===== src/sv/dual_uart_frame_receiver_assert.svh =====
// Assertion macros shared by the frame receiver RTL.
`ifndef DUAL_UART_FRAME_RECEIVER_ASSERT_SVH
`define DUAL_UART_FRAME_RECEIVER_ASSERT_SVH

// Same-cycle implication, disabled while reset is high.
`define DUFR_ASSERT_NOW(label, clk, rst, ante, cons) \
   label: assert property (@(posedge clk) disable iff (rst) (ante) |-> (cons)) \
      else $error("frame receiver check failed");

// Next-cycle implication, disabled while reset is high.
`define DUFR_ASSERT_NEXT(label, clk, rst, ante, cons) \
   label: assert property (@(posedge clk) disable iff (rst) (ante) |=> (cons)) \
      else $error("frame receiver check failed");

`endif


===== src/sv/dufr_pkg.sv =====
`default_nettype none

package dufr_pkg;

   // Buffer geometry
   localparam int BUF_LEN = 256;
   localparam int ADDR_W  = $clog2(BUF_LEN);
   localparam int POS_W   = $clog2(BUF_LEN + 1);

   // Line terminator characters
   localparam logic [7:0] CHAR_CR = 8'h0D;
   localparam logic [7:0] CHAR_LF = 8'h0A;

   // Configuration register indexes
   localparam logic [2:0] CSR_HEADER_FIRST   = 3'd0;
   localparam logic [2:0] CSR_HEADER_SECOND  = 3'd1;
   localparam logic [2:0] CSR_HEADER_THIRD   = 3'd2;
   localparam logic [2:0] CSR_TRAILER_FIRST  = 3'd3;
   localparam logic [2:0] CSR_TRAILER_SECOND = 3'd4;

   typedef enum logic [1:0] {
      KIND_BYTE = 2'd0,
      KIND_READ = 2'd1,
      KIND_ACK  = 2'd2
   } kind_type;

   typedef enum logic [2:0] {
      ST_TAKEN = 3'd0,
      ST_FRAME = 3'd1,
      ST_LINE  = 3'd2,
      ST_ERROR = 3'd3,
      ST_HELD  = 3'd4,
      ST_READ  = 3'd5,
      ST_ACK   = 3'd6
   } status_type;

   typedef enum logic [3:0] {
      FS_HDR1 = 4'd0,
      FS_HDR2 = 4'd1,
      FS_HDR3 = 4'd2,
      FS_LENH = 4'd3,
      FS_LENL = 4'd4,
      FS_DATA = 4'd5,
      FS_SUM  = 4'd6,
      FS_TRL1 = 4'd7,
      FS_TRL2 = 4'd8
   } frame_state_type;

   typedef enum logic [1:0] {
      OWN_NONE  = 2'd0,
      OWN_FRAME = 2'd1,
      OWN_LINE  = 2'd2
   } owner_type;

   typedef struct packed {
      logic [1:0] kind;
      logic [7:0] data_byte;
      logic [7:0] read_index;
   } req_type;

   typedef struct packed {
      logic [2:0] status;
      logic [8:0] message_length;
      logic [7:0] read_data;
      logic       binary_mode;
   } rsp_type;

endpackage

`default_nettype wire


===== src/sv/dual_uart_frame_receiver.sv =====
// A request transaction passes through the input register, then the result register
// holding status and buffer read data, before its result is presented.
// Throughput: one transaction per cycle, sustained while the result side does not stall.
// Reset (synchronous, active high) clears both parsers, text mode, length and pending
// message; the buffer contents stay undefined until written and need no clearing pass.
`default_nettype none

`include "dual_uart_frame_receiver_assert.svh"

module dual_uart_frame_receiver (
   input  wire logic             clock,
   input  wire logic             reset,
   input  wire logic             req_valid,
   output logic                  req_stall,
   input  wire dufr_pkg::req_type req_data,
   output logic                  rsp_valid,
   input  wire logic             rsp_stall,
   output dufr_pkg::rsp_type     rsp_data,
   input  wire logic             csr_wr_en,
   input  wire logic [2:0]       csr_index,
   input  wire logic [7:0]       csr_wr_data
);

   // Configuration registers
   logic [7:0] hdr1_ff, hdr2_ff, hdr3_ff, trl1_ff, trl2_ff;

   // Input register
   logic              req_valid_ff;
   dufr_pkg::req_type req_ff;

   // Parser state
   dufr_pkg::frame_state_type frame_ff, frame_in;
   logic                      line_ff, line_in;
   logic                      mode_ff, mode_in;
   logic [7:0]                sum_ff, sum_in;
   logic [15:0]               exp_ff, exp_in;
   logic [dufr_pkg::POS_W-1:0] wp_ff, wp_in;
   dufr_pkg::owner_type       pend_ff, pend_in;

   // Result register
   logic                 rsp_valid_ff;
   dufr_pkg::status_type status_ff, status_in;
   logic                 rd_ok_ff, rd_ok_in;
   logic [7:0]           mem_q;

   // Buffer
   logic [7:0]                  mem [dufr_pkg::BUF_LEN];
   logic                        mem_we;
   logic [dufr_pkg::ADDR_W-1:0] mem_wa;

   // Decode helpers
   logic                        adv, fire, byte_go, entered;
   logic [7:0]                  b;
   logic                        b_hf;
   dufr_pkg::frame_state_type   fail_state;
   logic [15:0]                 len_word;
   logic [dufr_pkg::POS_W-1:0]  data_wp;
   logic [dufr_pkg::POS_W-1:0]  line_pos;

   // Handshake: the result stage moves when empty or drained
   assign adv       = !rsp_valid_ff || !rsp_stall;
   assign fire      = req_valid_ff && adv;
   assign req_stall = req_valid_ff && !adv;
   assign rsp_valid = rsp_valid_ff;

   assign b          = req_ff.data_byte;
   assign b_hf       = (b == hdr1_ff);
   assign byte_go    = fire && (req_ff.kind == dufr_pkg::KIND_BYTE)
                       && (pend_ff == dufr_pkg::OWN_NONE);
   assign fail_state = b_hf ? dufr_pkg::FS_HDR2 : dufr_pkg::FS_HDR1;
   assign len_word   = {exp_ff[15:8], b};
   assign data_wp    = (wp_ff < dufr_pkg::POS_W'(dufr_pkg::BUF_LEN))
                       ? wp_ff + dufr_pkg::POS_W'(1) : wp_ff;
   assign rd_ok_in   = (req_ff.kind == dufr_pkg::KIND_READ)
                       && ({1'b0, req_ff.read_index} < wp_ff);

   // Configuration writes
   always_ff @(posedge clock) begin
      if (reset) begin
         hdr1_ff <= '0;
         hdr2_ff <= '0;
         hdr3_ff <= '0;
         trl1_ff <= '0;
         trl2_ff <= '0;
      end else if (csr_wr_en) begin
         unique case (csr_index)
            dufr_pkg::CSR_HEADER_FIRST:   hdr1_ff <= csr_wr_data;
            dufr_pkg::CSR_HEADER_SECOND:  hdr2_ff <= csr_wr_data;
            dufr_pkg::CSR_HEADER_THIRD:   hdr3_ff <= csr_wr_data;
            dufr_pkg::CSR_TRAILER_FIRST:  trl1_ff <= csr_wr_data;
            dufr_pkg::CSR_TRAILER_SECOND: trl2_ff <= csr_wr_data;
            default: ;
         endcase
      end
   end

   // Input register: take a new transaction whenever not stalled
   always_ff @(posedge clock) begin
      if (reset) begin
         req_valid_ff <= 1'b0;
      end else if (!req_stall) begin
         req_valid_ff <= req_valid;
      end
      if (req_valid && !req_stall) begin
         req_ff <= req_data;
      end
   end

   // Binary parser next state
   always_comb begin
      frame_in = frame_ff;
      if (byte_go) begin
         unique case (frame_ff)
            dufr_pkg::FS_HDR1: frame_in = b_hf ? dufr_pkg::FS_HDR2 : dufr_pkg::FS_HDR1;
            dufr_pkg::FS_HDR2: frame_in = (b == hdr2_ff) ? dufr_pkg::FS_HDR3 : fail_state;
            dufr_pkg::FS_HDR3: frame_in = (b == hdr3_ff) ? dufr_pkg::FS_LENH : fail_state;
            dufr_pkg::FS_LENH: frame_in = dufr_pkg::FS_LENL;
            dufr_pkg::FS_LENL: begin
               if (len_word > 16'(dufr_pkg::BUF_LEN)) begin
                  frame_in = dufr_pkg::FS_HDR1;
               end else if (len_word == 16'd0) begin
                  frame_in = dufr_pkg::FS_SUM;
               end else begin
                  frame_in = dufr_pkg::FS_DATA;
               end
            end
            dufr_pkg::FS_DATA: begin
               frame_in = ({{(16 - dufr_pkg::POS_W){1'b0}}, data_wp} >= exp_ff)
                          ? dufr_pkg::FS_SUM : dufr_pkg::FS_DATA;
            end
            dufr_pkg::FS_SUM:  frame_in = (b == sum_ff)  ? dufr_pkg::FS_TRL1 : fail_state;
            dufr_pkg::FS_TRL1: frame_in = (b == trl1_ff) ? dufr_pkg::FS_TRL2 : fail_state;
            dufr_pkg::FS_TRL2: frame_in = (b == trl2_ff) ? dufr_pkg::FS_HDR1 : fail_state;
            default:           frame_in = dufr_pkg::FS_HDR1;
         endcase
      end
   end

   // Datapath, status and buffer write for one transaction
   always_comb begin
      wp_in     = wp_ff;
      sum_in    = sum_ff;
      exp_in    = exp_ff;
      mode_in   = mode_ff;
      line_in   = line_ff;
      pend_in   = pend_ff;
      status_in = dufr_pkg::ST_TAKEN;
      mem_we    = 1'b0;
      mem_wa    = wp_ff[dufr_pkg::ADDR_W-1:0];
      entered   = 1'b0;
      line_pos  = '0;
      if (fire) begin
         unique case (req_ff.kind)
            dufr_pkg::KIND_BYTE: begin
               if (pend_ff != dufr_pkg::OWN_NONE) begin
                  status_in = dufr_pkg::ST_HELD;
               end else begin
                  // Binary parser sees every byte
                  unique case (frame_ff)
                     dufr_pkg::FS_HDR1: begin
                        if (b_hf) sum_in = '0;
                     end
                     dufr_pkg::FS_HDR3: begin
                        if (b == hdr3_ff) begin
                           mode_in = 1'b1;
                           line_in = 1'b0;
                           entered = 1'b1;
                        end
                     end
                     dufr_pkg::FS_LENH: begin
                        sum_in = sum_ff + b;
                        exp_in = {b, 8'h00};
                     end
                     dufr_pkg::FS_LENL: begin
                        sum_in = sum_ff + b;
                        exp_in = len_word;
                        wp_in  = '0;
                        if (len_word > 16'(dufr_pkg::BUF_LEN)) begin
                           mode_in   = 1'b0;
                           status_in = dufr_pkg::ST_ERROR;
                        end
                     end
                     dufr_pkg::FS_DATA: begin
                        sum_in = sum_ff + b;
                        wp_in  = data_wp;
                        mem_we = (wp_ff < dufr_pkg::POS_W'(dufr_pkg::BUF_LEN));
                     end
                     dufr_pkg::FS_SUM, dufr_pkg::FS_TRL1: begin
                        if ((frame_ff == dufr_pkg::FS_SUM && b != sum_ff)
                            || (frame_ff == dufr_pkg::FS_TRL1 && b != trl1_ff)) begin
                           mode_in   = 1'b0;
                           wp_in     = '0;
                           status_in = dufr_pkg::ST_ERROR;
                        end
                     end
                     dufr_pkg::FS_TRL2: begin
                        mode_in = 1'b0;
                        if (b != trl2_ff) begin
                           wp_in     = '0;
                           status_in = dufr_pkg::ST_ERROR;
                        end else begin
                           pend_in   = dufr_pkg::OWN_FRAME;
                           status_in = dufr_pkg::ST_FRAME;
                        end
                     end
                     default: ;
                  endcase
                  // Line collector runs in text mode unless the header just completed
                  if (!mode_ff && !entered) begin
                     status_in = dufr_pkg::ST_TAKEN;
                     if (!line_ff) begin
                        if (b == dufr_pkg::CHAR_CR) begin
                           line_in = 1'b1;
                        end else begin
                           line_pos = (wp_in >= dufr_pkg::POS_W'(dufr_pkg::BUF_LEN - 1))
                                      ? '0 : wp_in;
                           mem_we   = 1'b1;
                           mem_wa   = line_pos[dufr_pkg::ADDR_W-1:0];
                           wp_in    = line_pos + dufr_pkg::POS_W'(1);
                        end
                     end else begin
                        line_in = 1'b0;
                        if (b == dufr_pkg::CHAR_LF) begin
                           pend_in   = dufr_pkg::OWN_LINE;
                           status_in = dufr_pkg::ST_LINE;
                        end else begin
                           // restart the line with this byte
                           mem_we = 1'b1;
                           mem_wa = '0;
                           wp_in  = dufr_pkg::POS_W'(1);
                        end
                     end
                  end
               end
            end
            dufr_pkg::KIND_READ: status_in = dufr_pkg::ST_READ;
            dufr_pkg::KIND_ACK: begin
               status_in = dufr_pkg::ST_ACK;
               if (pend_ff != dufr_pkg::OWN_NONE) begin
                  pend_in = dufr_pkg::OWN_NONE;
                  wp_in   = '0;
               end
            end
            default: ;
         endcase
      end
   end

   // Parser state registers
   always_ff @(posedge clock) begin
      if (reset) begin
         frame_ff <= dufr_pkg::FS_HDR1;
         line_ff  <= 1'b0;
         mode_ff  <= 1'b0;
         sum_ff   <= '0;
         exp_ff   <= '0;
         wp_ff    <= '0;
         pend_ff  <= dufr_pkg::OWN_NONE;
      end else begin
         frame_ff <= frame_in;
         line_ff  <= line_in;
         mode_ff  <= mode_in;
         sum_ff   <= sum_in;
         exp_ff   <= exp_in;
         wp_ff    <= wp_in;
         pend_ff  <= pend_in;
      end
   end

   // Buffer write and registered read
   always_ff @(posedge clock) begin
      if (mem_we) begin
         mem[mem_wa] <= b;
      end
      if (fire) begin
         mem_q <= mem[req_ff.read_index];
      end
   end

   // Result register
   always_ff @(posedge clock) begin
      if (reset) begin
         rsp_valid_ff <= 1'b0;
      end else if (adv) begin
         rsp_valid_ff <= req_valid_ff;
      end
      if (fire) begin
         status_ff <= status_in;
         rd_ok_ff  <= rd_ok_in;
      end
   end

   // Length and mode are the state left by the last transaction
   always_comb begin
      rsp_data.status         = status_ff;
      rsp_data.message_length = wp_ff;
      rsp_data.read_data      = rd_ok_ff ? mem_q : 8'h00;
      rsp_data.binary_mode    = mode_ff;
   end

   `DUFR_ASSERT_NOW(a_held_no_write, clock, reset, pend_ff != dufr_pkg::OWN_NONE, !mem_we)
   `DUFR_ASSERT_NOW(a_text_in_header, clock, reset, !mode_ff, frame_ff <= dufr_pkg::FS_HDR3)
   `DUFR_ASSERT_NOW(a_data_below_len, clock, reset, frame_ff == dufr_pkg::FS_DATA, {7'b0, wp_ff} < exp_ff)
   `DUFR_ASSERT_NOW(a_frame_done_owner, clock, reset, rsp_valid_ff && status_ff == dufr_pkg::ST_FRAME, !mode_ff && pend_ff == dufr_pkg::OWN_FRAME)
   `DUFR_ASSERT_NEXT(a_enter_binary, clock, reset, entered, mode_ff && !line_ff && frame_ff == dufr_pkg::FS_LENH)

endmodule

`default_nettype wire


===== config.mk =====
export PLATFORM = sky130hd
export DESIGN_NAME = dual_uart_frame_receiver
export DESIGN_NICKNAME = d
export VERILOG_FILES = /design/src/sv/dufr_pkg.sv /design/src/sv/dual_uart_frame_receiver.sv
export VERILOG_INCLUDE_DIRS = /design/src /design/src/sv
export SDC_FILE = /design/constraint.sdc
export NUM_CORES = 2
export LEC_CHECK = 0
export BUFFER_PORTS_ARGS = -buffer_cell sky130_fd_sc_hd__buf_2
export CAP_MARGIN = 20
export CORE_MARGIN = 2
export CORE_UTILIZATION = 30
export DETAILED_ROUTE_END_ITERATION = 6
export GPL_ROUTABILITY_DRIVEN = 0
export PLACE_DENSITY = 0.43
export SYNTH_ARGS = -nofsm -noshare
export SYNTH_HDL_FRONTEND = slang
export SYNTH_SLANG_ARGS = --single-unit

===== constraint.sdc =====
create_clock -name clock -period 7.16 [get_ports clock]
set_input_delay 0 -clock clock [delete_from_list [all_inputs] [get_ports clock]]
set_output_delay 0 -clock clock [all_outputs]
set_load 0.01 [all_outputs]

* Word level (Yosys, flattened, before mapping) *
Memory sizes are Yosys's and may differ from the RTL's. A register that Yosys moved wholly into a read port is not among the register bits.
Cells that the tools add are included.

cells by class
  $add $sub $neg = 3
  magnitude comparators = 5
  eq/ne operators = 31
  multiplexer cells = 77
  bitwise operators = 2
  reduce and logical (&&, ||, !) cells = 40

operator list
  cell                 number
  $mux 9               13
  $mux 8               9
  $eq 8x8->1           6
  $pmux 4 s9           1
  $pmux 9 s4           1
  $mux 2               16
  $pmux 16 s2          1
  $mux 1               25
  $ne 8x8->1           3
  $add 9x1->9 const B  2
  $pmux 9 s2           1
  $eq 4x3->1 const B   4
  $eq 8x4->1 const B   2
  $ge 9x16->1          1
  $gt 16x9->1 const B  1
  $logic_not 16->1     1
  $pmux 8 s2           1
  $mux 3               4
  $ne 2x2->1 const B   6
  $reduce_and 2->1     5
  $reduce_and 5->1     2
  $ge 9x8->1 const B   1
  $logic_and 1x1->1    9
  $lt 8x9->1           1
  other kinds (28)     42

word-level totals
  register bits = 105
  RAM bits = 2,048
  bits of input ports = 34
  logic and storage cells = 179
  memories = 1

memories
  memory  words  width  read ports  clocked after memory_dff  write ports  line                            source
  mem     256    8      1           1                         1            dual_uart_frame_receiver.sv:47  logic [7:0] mem [dufr_pkg::BUF_LEN];

* Logic depth before layout (Yosys ltp) *
  word-level depth = 16
  gate-level depth with buffers = 17
  mapped depth without buffers = 15

* Least setup slack after synthesis *
OpenSTA, ideal clock, no wires.

  kind = register -> register
  from = reg req_ff, in the netlist b[1]
  to = mem mem[84][0] (enable)
  arrival time = 6.526 ns
  path slack = 0.264 ns
  cell stages (with the launch flop) = 14
  buffers on the path = 3
  cell sequence = edfxtp_1 ha_1 nor4_1 a311o_1 and2_1 buf_2 a22o_1 buf_2 o2bb2ai_2 nand4_4 a21oi_4 nand3_1 clkbuf_1 nor2_1

between the ends
  cells in the longest elaborated chain, start to end = 16
  elaborated cells on any way between the ends = 40
  those cells by class = order compare (1); eq/ne (6); mux (28); reduce/logical (5)

RTL lines
  item                                  line                                                              source
  start: declaration                    dual_uart_frame_receiver.sv:29                                    dufr_pkg::req_type req_ff;
  start signal: assignment              dual_uart_frame_receiver.sv:105                                   req_ff <= req_data;
  $ne 8x8->1 (on tied branches)         dual_uart_frame_receiver.sv:189, dual_uart_frame_receiver.sv:190
  $logic_and 1x1->1 (on tied branches)  dual_uart_frame_receiver.sv:189, dual_uart_frame_receiver.sv:190
  $logic_or 1x1->1                      dual_uart_frame_receiver.sv:190                                   || (frame_ff == dufr_pkg::FS_TRL1 && b != trl1_ff)) begin
  $mux 9                                dual_uart_frame_receiver.sv:189                                   if ((frame_ff == dufr_pkg::FS_SUM && b != sum_ff)
  $pmux 9 s4                            dual_uart_frame_receiver.sv:159                                   unique case (frame_ff)
  $mux 9                                dual_uart_frame_receiver.sv:155                                   if (pend_ff != dufr_pkg::OWN_NONE) begin
  $mux 9                                dual_uart_frame_receiver.sv:153                                   unique case (req_ff.kind)
  $mux 9                                dual_uart_frame_receiver.sv:152                                   if (fire) begin
  $ge 9x8->1                            dual_uart_frame_receiver.sv:215                                   line_pos = (wp_in >= dufr_pkg::POS_W'(dufr_pkg::BUF_LEN - 1))
  $mux 9                                dual_uart_frame_receiver.sv:216                                   ? '0 : wp_in;
  $mux 8                                dual_uart_frame_receiver.sv:212                                   if (b == dufr_pkg::CHAR_CR) begin
  $mux 8                                dual_uart_frame_receiver.sv:211                                   if (!line_ff) begin
  $mux 8                                dual_uart_frame_receiver.sv:209                                   if (!mode_ff && !entered) begin
  $mux 8                                dual_uart_frame_receiver.sv:155
  $mux 8                                dual_uart_frame_receiver.sv:153
  $mux 8                                dual_uart_frame_receiver.sv:152
  end: declaration                      dual_uart_frame_receiver.sv:47

Several ways; a longest one is shown, not always the timed one. The select of a mux whose other input is x is not followed.

* Worst setup path in the final report *
  from = reg req_ff, in the netlist b[1]
  to = mem mem[53][5] (enable)

The elaborated chain is that of the path after synthesis.

==> impl_metrics.py <==
metrics = {
    "setup_path": {
        "start_kind": "flip-flop",
        "worstPathArrival_ns": 6.14,
        "crit_fanout": 170,
        "required_ns": 7.63,
        "critPathKind": "flip-flop to flip-flop",
        "end_kind": "flip-flop",
    },
    "timing": {
        "clock_skew_ns": 0.0465,
        "slew_violations": 0,
        "final.setup.tns_ns": 0,
        "setup-violations-final": 0,
        "slew-limit-headroom_pct": 31.1,
        "max_freq_mhz": 177,
        "worst_slew_pin_slew_ns": 1.03,
        "period_share_pct": 79.1,
        "finalHoldWorstSlack_ns": 0.258,
        "fin_crit_ns": 5.67,
        "grt_setup_unrepaired": "false",
        "worst_slack_ns": 1.49,
        "hold_viol": 0,
    },
    "logic_synthesis": {
        "synth_fp_nets": 4108,
        "synth_edf_count": 2078,
        "synth_warnings": 0,
        "synthArstFlopShare_pct": 0,
        "netlist_area_um2": 85700,
        "syn_inst": 4044,
        "synthTopCellsByCount": "edfxtp_1, mux4_2, nor2_1",
        "synth_area_leaders": "edfxtp_1, mux4_2, dfxtp_1, nor2_1, nand2_1",
        "ys_seq_area_share_pct": 74.8,
        "synth.avg_cell_area_um2": 21.2,
        "synth_cell_types": 74,
        "yosysTopAreaCell": "edfxtp_1",
        "synth_flop_cell": "edfxtp_1",
        "synth_top_area_share_pct": 72.8,
        "ys_seq_elements": 2161,
        "yosysMostFrequentCell": "edfxtp_1",
    },
    "outcome": {
        "status": "completed",
    },
    "power": {
        "p_total_mw": 27.6,
        "p_per_area_nw_per_um2": 277,
        "vdd_drop_max_mv": 0.225,
        "p_leak_nw": 30.3,
    },
    "clock_network": {
        "cts_hold_buf": 76,
        "cts_root_buf": "clkbuf_16",
        "htreeDepth": 4,
        "cts_setup_buffers": 0,
        "cts_buffer_depth": 3,
        "post_cts_resized": 0,
        "clock-sinks": 2161,
        "clkLatencyLatePin_ns": 0.88,
        "cts_made_buffers": 230,
        "path_clk_slew_ns": 0.06,
        "cts_tree": "built",
    },
    "cells_and_area": {
        "final_util_pct": 35.0,
        "syn2layout_area_growth_pct": 16.2,
        "drive_gt1_share_pct": 27.9,
        "n_fill_cell": 26300,
        "fin_area_um2": 99600,
        "nets": 4366,
        "fin_cells": 8268,
    },
    "floorplanning": {
        "ioPinCount": 57,
        "rows": 196,
        "dieWidth_um": 538,
        "core_um2": 285000,
        "die_area_um2": 290000,
        "fp.dieH_um": 538,
        "initial_core_util_pct": 30.1,
    },
    "placed_design": {
        "hpwl_um": 147000,
        "place_worst_setup_slack_ns": 1.45,
        "port_buffers": 56,
        "place_inst": 7755,
        "place_area_um2": 90900,
    },
    "route": {
        "via_count": 41100,
        "detail_route.wl_per_cell_um": 28.9,
        "drtPass1Iterations": 5,
        "drt_drc_violations_left": 0,
        "vias_per_cell": 4.98,
        "totalWireLength_um": 239000,
        "drt_iter0_drc": 4125,
        "ant_nets": 0,
    },
    "grt": {
        "grt_pass1_vias": 42500,
        "grt_overflow": 0,
        "grt_use_total_pct": 16.3,
        "grt_max_degree": 171,
        "antenna_found_initial": 24,
        "grt_pass1_wl_um": 338000,
    },
    "hold_path": {
        "hold_class": "primary input to flip-flop",
    },
    "run": {
        "maxCapViolCount": 0,
    },
}
[cell usage in the layout (no fill, tap or decap), types with 5 or more instances in the layout]
cell           instances
nor2b_1                6
buf_4                111
nand3_1               31
inv_6                  7
ha_1                  29
a22oi_1               16
clkinvlp_4            12
nor2_1               311
clkinv_8               5
xnor2_1               36
nand2_1              168
buf_2                 56
a21oi_1               88
mux4_2               680
and3_1                10
o21a_1                 5
nand3b_1               7
nand4_1               12
a32oi_1                9
nand3_2                9
dlygate4sd3_1         76
bufinv_16             34
edfxtp_1            2078
a31oi_1                8
nor4_1                 9
clkbuf_8               5
inv_1                 29
clkinv_2              42
nand2b_1               8
xor2_1                18
o21ai_0               19
nor3_1                15
buf_12                19
and2_1                21
clkbuf_1              46
dfxtp_1               83
clkinv_1              41
clkbuf_16            235
a21o_1                14
[flip-flops by register name, summed over array words and instances, names as in the netlist, 9 cells and up]
register  count
exp_ff       16
req_ff       10
mem        2048
wp_ff         9
[metal layers]
metal | wire [um] | track usage, % | up-vias
met2 | 117000 | 26.9 | 1137
met3 | 12900 | 3.01 | 274
met4 | 4260 | 3.46 | 6
met1 | 104000 | 22.4 | 22400
met5 | 41 | 0 | -
li1 | - | - | 17400
[worst paths after layout]
path	from	endpoint	slack [ns]	depth (start not counted)
worst max register to register	b[1]	mem[53][5]	1.49	12
worst max-delay path	b[1]	mem[53][5]	1.49	12
worst min-delay path	rsp_stall	status_ff[0]	0.26	4
worst min register to register	exp_ff[14]	exp_ff[14]	0.45	2
[report_power, final]
part	total (mW)	leakage (nW)	switching [mW]	internal, mW
sequential	13.9	19.4	0.0262	13.9
clock	12.4	3.81	5.08	7.29
combinational	1.35	7.16	0.821	0.530
[cell type report]
class                           count  area (um^2)  area share (%)
Sequential cell                  2161        64100            64.3
Multi-Input combinational cell   1617        20500            20.6
Clock buffer                      286         6120            6.15
Tap cell                         3762         4710            4.73
Timing Repair Buffer              263         2280            2.29
Clock inverter                    147         1740            1.74
Inverter                           29          109           0.109
Antenna cell                        3         7.51         0.00754
[kinds of logic (layout without fill, tap and decap cells)]
kind of cell	count (synthesis)	count (layout)	share of synthesized area [%]
AND/OR/NAND/NOR	631	631	3.23
AO/OA/AOI/OAI	221	221	1.82
flip-flops	2161	2161	74.8
multiplexers	681	681	17.9
buffers and inverters	266	725	1.31
adder cells (fa/ha/maj)	30	30	0.447
XOR/XNOR	54	54	0.552
other	0	3	0
[critical path, stage by stage (launching register included)]
cell      delay [ns]
edfxtp_1        0.41
buf_12          0.62
xor2_1          0.20
nor2_1          0.09
a41oi_2         0.51
or4b_1          0.84
o31ai_2         0.20
buf_4           0.28
nand3_1         0.10
a21oi_1         0.32
nand2_1         0.58
buf_4           0.44
nor2_1          0.61
Note: power is estimated with default switching activity, not from simulation.
